--- src/hw/rtl/lsf_pkg.sv ---
package lsf_pkg;

	// Defaults for the top-level parameters.
	localparam int MAX_TAPS_DEF = 32;
	localparam int MAX_LINE_DEF = 8192;

	// Field widths.
	localparam int SAMPLE_W   = 32;
	localparam int COEF_W     = 18;
	localparam int TAP_IDX_W  = 5;
	localparam int TAPCNT_W   = 6;
	localparam int PROD_W     = SAMPLE_W + COEF_W;
	localparam int FRAC_BITS  = 16;
	localparam int SMOOTH_W   = 32;

	// Input tdata layout, lowest field first, padded to whole bytes.
	localparam int SAMPLE_LSB = 0;
	localparam int TAP_LSB    = SAMPLE_LSB + SAMPLE_W;
	localparam int COEF_LSB   = TAP_LSB + TAP_IDX_W;
	localparam int S_TDATA_W  = ((COEF_LSB + COEF_W + 7) / 8) * 8;
	localparam int M_TDATA_W  = SMOOTH_W;

	// Configuration port.
	localparam int CFG_IDX_W  = 2;
	localparam int CFG_DATA_W = 32;
	localparam logic [CFG_IDX_W-1:0] REG_TAP_COUNT  = 2'd0;
	localparam logic [CFG_IDX_W-1:0] REG_BAD_ENABLE = 2'd1;
	localparam logic [CFG_IDX_W-1:0] REG_BAD_VALUE  = 2'd2;
	localparam logic [TAPCNT_W-1:0]  TAP_COUNT_RST  = 6'd3;

	// Item kinds carried on tuser.
	localparam logic KIND_SAMPLE = 1'b0;
	localparam logic KIND_COEF   = 1'b1;

	// Saturation bounds of the smoothed output.
	localparam longint SMOOTH_MAX = 64'sd2147483647;
	localparam longint SMOOTH_MIN = -64'sd2147483648;

	// Width of the partial sum that runs down the row of cells.
	function automatic int sum_width(input int taps);
		return PROD_W + $clog2(taps) + 1;
	endfunction

	// Commands broadcast from the sequencer to every cell.
	typedef struct packed {
		logic shift;    // new sample enters cell 0, the rest move one cell on
		logic clear;    // line is over, empty the delay row
		logic wc_load;  // copy masked coefficients into the working row
		logic wc_down;  // working row moves toward cell 0
		logic wc_up;    // working row moves away from cell 0
	} cell_ctl_t;

endpackage

--- src/hw/rtl/lsf_cell.sv ---
// One tap position: a delay-row sample, a stored coefficient, a working
// coefficient that is slid into alignment, a product and a partial sum.
module lsf_cell #(
	parameter int MAX_TAPS = lsf_pkg::MAX_TAPS_DEF
) (
	input  logic                                    clk,
	input  logic                                    arst_n,
	input  lsf_pkg::cell_ctl_t                      ctl,
	input  logic                                    keep,
	input  logic                                    coef_we,
	input  logic signed [lsf_pkg::COEF_W-1:0]       coef_in,
	input  logic signed [lsf_pkg::SAMPLE_W-1:0]     sample_in,
	output logic signed [lsf_pkg::SAMPLE_W-1:0]     sample_out,
	input  logic signed [lsf_pkg::COEF_W-1:0]       wc_prev,
	input  logic signed [lsf_pkg::COEF_W-1:0]       wc_next,
	output logic signed [lsf_pkg::COEF_W-1:0]       wc_out,
	input  logic signed [lsf_pkg::sum_width(MAX_TAPS)-1:0] psum_in,
	output logic signed [lsf_pkg::sum_width(MAX_TAPS)-1:0] psum_out
);

	localparam int SUM_W = lsf_pkg::sum_width(MAX_TAPS);

	logic signed [lsf_pkg::SAMPLE_W-1:0] sample_q;
	logic signed [lsf_pkg::COEF_W-1:0]   coef_q;
	logic signed [lsf_pkg::COEF_W-1:0]   wc_q;
	logic signed [lsf_pkg::PROD_W-1:0]   prod_q;
	logic signed [SUM_W-1:0]             psum_q;
	logic signed [lsf_pkg::PROD_W-1:0]   mul;

	assign mul = lsf_pkg::PROD_W'(wc_q) * lsf_pkg::PROD_W'(sample_q);

	always_ff @(posedge clk or negedge arst_n) begin
		if (!arst_n) begin
			sample_q <= '0;
			coef_q   <= '0;
		end else begin
			if (ctl.clear) begin
				sample_q <= '0;
			end else if (ctl.shift) begin
				sample_q <= sample_in;
			end
			if (coef_we) begin
				coef_q <= coef_in;
			end
		end
	end

	always_ff @(posedge clk) begin
		if (ctl.wc_load) begin
			wc_q <= keep ? coef_q : '0;
		end else if (ctl.wc_down) begin
			wc_q <= wc_next;
		end else if (ctl.wc_up) begin
			wc_q <= wc_prev;
		end
		prod_q <= mul;
		psum_q <= psum_in + SUM_W'(prod_q);
	end

	assign sample_out = sample_q;
	assign wc_out     = wc_q;
	assign psum_out   = psum_q;

endmodule

--- config.mk ---
export PLATFORM = sky130hd
export DESIGN_NAME = lsf_cell
export DESIGN_NICKNAME = d
export VERILOG_FILES = /design/src/hw/rtl/lsf_pkg.sv /design/src/hw/rtl/lsf_cell.sv
export SDC_FILE = /design/constraint.sdc
export NUM_CORES = 2
export LEC_CHECK = 0
export ABC_AREA = 1
export ABC_CLOCK_PERIOD_IN_PS = 12000
export BUFFER_PORTS_ARGS = -buffer_cell sky130_fd_sc_hd__clkbuf_2
export CAP_MARGIN = 20
export CORE_ASPECT_RATIO = 0.6
export CORE_MARGIN = 2
export CORE_UTILIZATION = 65
export CTS_CLUSTER_DIAMETER = 150
export CTS_CLUSTER_SIZE = 40
export DETAILED_ROUTE_END_ITERATION = 7
export GPL_ROUTABILITY_DRIVEN = 0
export PLACE_DENSITY = 0.86
export RECOVER_POWER = 25
export SETUP_SLACK_MARGIN = 0.15
export SYNTH_ARGS = -nofsm -noshare
export SYNTH_HDL_FRONTEND = slang
export SYNTH_SLANG_ARGS = --single-unit
--- constraint.sdc ---
create_clock -name clk -period 12 [get_ports clk]
set_input_delay 1.2 -clock clk [delete_from_list [all_inputs] [get_ports clk]]
set_output_delay 1.2 -clock clk [all_outputs]
set_load 0.005 [all_outputs]
==> impl_metrics.yaml <==
critical_path:
  max_stage_delay_ns: 0.85
  cp_common_cell: "fa_1"
  reg2reg_depth: 19
  worstPathRequired_ns: 12.37
  path_cells: "inv_1 > nand2_1 > fa_1 > fa_1 > inv_1 > fa_1 > fa_1 > fa_1 > inv_1 > fa_1 > inv_1 > ha_1 > nand2_1 > nor2_1 > nand2_1 > nor2_1 > nand3_1 > nand4_1 > nand2_1"
  startpoint_type: "flip-flop"
  cp.arrival_ns: 7.04
  rr_startpoint: "sample_out[0]"
  r2r-end: "prod_q[45]"
  cpMaxStageDelayCell: "dfrtp_1"
  path_class: "reg -> reg"
  cp_max_fo: 19
  reg2reg_slack_ns: 5.33
  crit_path_end_kind: "flip-flop"
logic_synthesis:
  synthTopCellsByArea: "fa_1 35%, nand2_1 17%, inv_1 15%"
  synth_compound_gate_area_share_pct: 3.57
  synth_seq_cells: 174
  syn_avg_cell_area_sq_um: 7.12
  yosys_warnings: 0
  syn_inst: 4447
  seq_area_frac_synth_pct: 12.4
  synth-simple-area-share_pct: 23.1
  yosysUniqueCellTypes: 43
  synth_fa_ha_area_share_pct: 42.0
  synth.largest_area_cell: "fa_1"
  synthMuxAreaShare_pct: 0
  synth_xor_area_share_pct: 1.80
  synth_top_family_by_area: "adder cells"
  synthesis.nets: 5328
  synth.cell_area_sq_um: 31700
  synth_top_area_share_pct: 35.0
power_and_ir_drop:
  switching_share_pct: 58.0
  finalPower_w: 0.00753
  clkPwrFrac_pct: 7.8
  p_comb_share_pct: 79.1
  peakVddDrop_mv: 0.210
  p_leak_nw: 20.3
  internal-power_w: 0.00316
  power_density_nw_per_um2: 222
  p_sw_w: 0.00437
  seqPwrFrac_pct: 13.1
clock_network:
  cts.path.max_buffers: 2
  path_clk_slew_ns: 0.08
  cts_buffers: 17
  clock-sinks: 174
  htreeDepth: 4
  cts_tree: "yes"
  root_buffer: "clkbuf_16"
  cts_hold_buf: 0
  cts_resized: 0
  cts_setup_buffers: 0
  clk_latency_ns: 0.48
sta:
  rsz0062_at_grt: "no"
  hold_viol_final: 0
  finClkSkew_ns: 0.0159
  period_share_pct: 55.6
  fin_tns_setup_ns: 0
  max_slew_margin_pct: -93.1
  finalCriticalPeriod_ns: 6.67
  finalSetupViolations: 0
  fmax_ghz: 0.150
  worstMarginPinSlew_ns: 2.90
  maxSlewViolCount: 51
cells_and_area:
  synthToLayoutAreaGrowth_pct: 7.41
  multiInputGateArea_sq_um: 22300
  final_cell_mix: "1400 x nand2_1, 1270 x inv_1, 554 x fa_1, 252 x clkbuf_2, 193 x nor2_1"
  final_cell_area_sq_um: 34000
  final-seq-area_sq_um: 3910
  final_common_cell: "nand2_1"
  layout-drive-gt1-share_pct: 8.53
  nFillCells: 3852
  n_antenna_cell: 0
  layout.nets: 5487
run:
  drv_cap: 1
routing:
  drt-total-wl_mm: 93.4
  drtIter0Drc: 3876
  viasPerCell: 5.42
  dr.pass1.iters: 8
  drc: 1
  vias: 28509
  drtAntennaViolNets: 0
  avgRoutedWirePerCell_microns: 17.8
die:
  initial_utilization_pct: 66.0
  core_sq_um: 47900
  rows: 62
  die_w_microns: 289
  die_area_sq_um: 50500
  die-height_microns: 175
  pin_count: 257
global_routing:
  grt_overflow_total: 0
  grtUsageTotal_pct: 38.6
  antenna_found_initial: 2
  grt_max_degree: 51
  grt_pass1_wl_mm: 150
  first_global_vias: 28672
min_path:
  hold_class: "reg -> reg"
  hold_end: "psum_out[0]"
  hold_path_depth: 1
  hp-start: "prod_q[0]"
outcome:
  status: "finished with violations"
  violations: "DRC, capacitance limit, slew limit"
placement:
  dp.final_hpwl_mm: 74.4
  placed_area_sq_um: 33400
  place.port_buffers: 256
power by group through the flow:
| stage | Clock [W] | Combinational [W] | Sequential (W) |
|---|---|---|---|
| 2_1_floorplan | 0 | 0.00407 | 0.000923 |
| 3_3_place_gp | 0 | 0.00554 | 0.000989 |
| 3_5_place_dp | 0 | 0.00568 | 0.000986 |
| 4_1_cts | 0.000597 | 0.00574 | 0.000977 |
| 5_1_grt | 0.000621 | 0.00655 | 0.000995 |
| 6_report | 0.000591 | 0.00596 | 0.000984 |
worst max path at each step:
stage / start / to / slack (ns) / depth (start not counted)
after CTS: wc_out[17] / prod_q[44] / 5.43 / 18
final: sample_out[0] / prod_q[45] / 5.33 / 19
after floorplan: sample_out[31] / prod_q[47] / 6.39 / 22
after global routing: sample_out[0] / prod_q[45] / 5.11 / 19
after detailed placement: wc_out[17] / prod_q[44] / 5.46 / 18
after global placement: sample_out[0] / prod_q[34] / 5.63 / 19
cells by family (layout without fill, tap and decap cells):
| family | count (synthesis) | in the layout |
|---|---|---|
| AO/OA/AOI/OAI | 210 | 210 |
| XOR/XNOR | 65 | 65 |
| adder cells (fa/ha/maj) | 730 | 730 |
| buffers and inverters | 1448 | 1620 |
| flip-flops | 174 | 174 |
| AND/OR/NAND/NOR | 1820 | 1820 |
cell usage after synthesis (all sizes together):
| cell type | number |
|---|---|
| edfxtp | 18 |
| and3 | 4 |
| nand3 | 123 |
| o32ai | 1 |
| a21boi | 2 |
| or2 | 3 |
| nor2 | 225 |
| a21o | 1 |
| o21ai | 100 |
| nand2 | 1406 |
| xnor2 | 20 |
| nand3b | 4 |
| a21oi | 81 |
| buf | 20 |
| clkbuf | 116 |
| nor3 | 13 |
| ha | 176 |
| clkinv | 8 |
| o22ai | 17 |
| dfxtp | 106 |
| xor2 | 45 |
| o211ai | 1 |
| nand4 | 35 |
| and2 | 6 |
| o21bai | 6 |
| a31oi | 1 |
| nor4 | 1 |
| inv | 1304 |
| dfrtp | 50 |
| fa | 554 |
per-layer routing:
| layer | GRT usage, % | wire length (microns) | vias up |
|---|---|---|---|
| met5 | 0.288 | 13 | - |
| met4 | 11.7 | 2610 | 2 |
| met3 | 14.8 | 15500 | 243 |
| met2 | 54.7 | 38200 | 2057 |
| met1 | 55.0 | 37100 | 13282 |
| li1 | - | - | 12925 |
flip-flops by register name, summed over array words and instances, names as in the netlist:
register and count:
wc_out 18, psum_out 56, sample_out 32, prod_q 50, coef_q 18
per-stage QoR:
step | worst slack, ns | std cells | hold WS, ns | utilization [%]
after floorplan | 6.39 | 4447 | 0.420 | -
after global placement | 5.63 | 5225 | 0.449 | 69.6
after detailed placement | 5.46 | 5225 | 0.450 | 69.6
after CTS | 5.43 | 5257 | 0.466 | 70.8
after global routing | 5.11 | 5259 | 0.491 | 70.9
final | 5.33 | 5259 | 0.456 | 70.9
worst max-delay path: cells and delay by family, from the launching register on:
| family | cells | cell delay [ns] |
|---|---|---|
| adders and majority gates | 7 | 3.44 |
| buffers and inverters | 4 | 0.57 |
| DFF | 1 | 0.85 |
| and+or+nand+nor | 8 | 1.67 |
layout make-up:
cell class / instances / share of cell area, %
clock inverter: 14 / 0.497
sequential: 174 / 11.5
inverter: 1312 / 14.5
multi-input combinational: 2825 / 65.6
clock buffer: 18 / 1.26
tap: 640 / 2.35
timing repair buffer: 276 / 4.30
No activity file was read; power rests on OpenSTA's default activity.
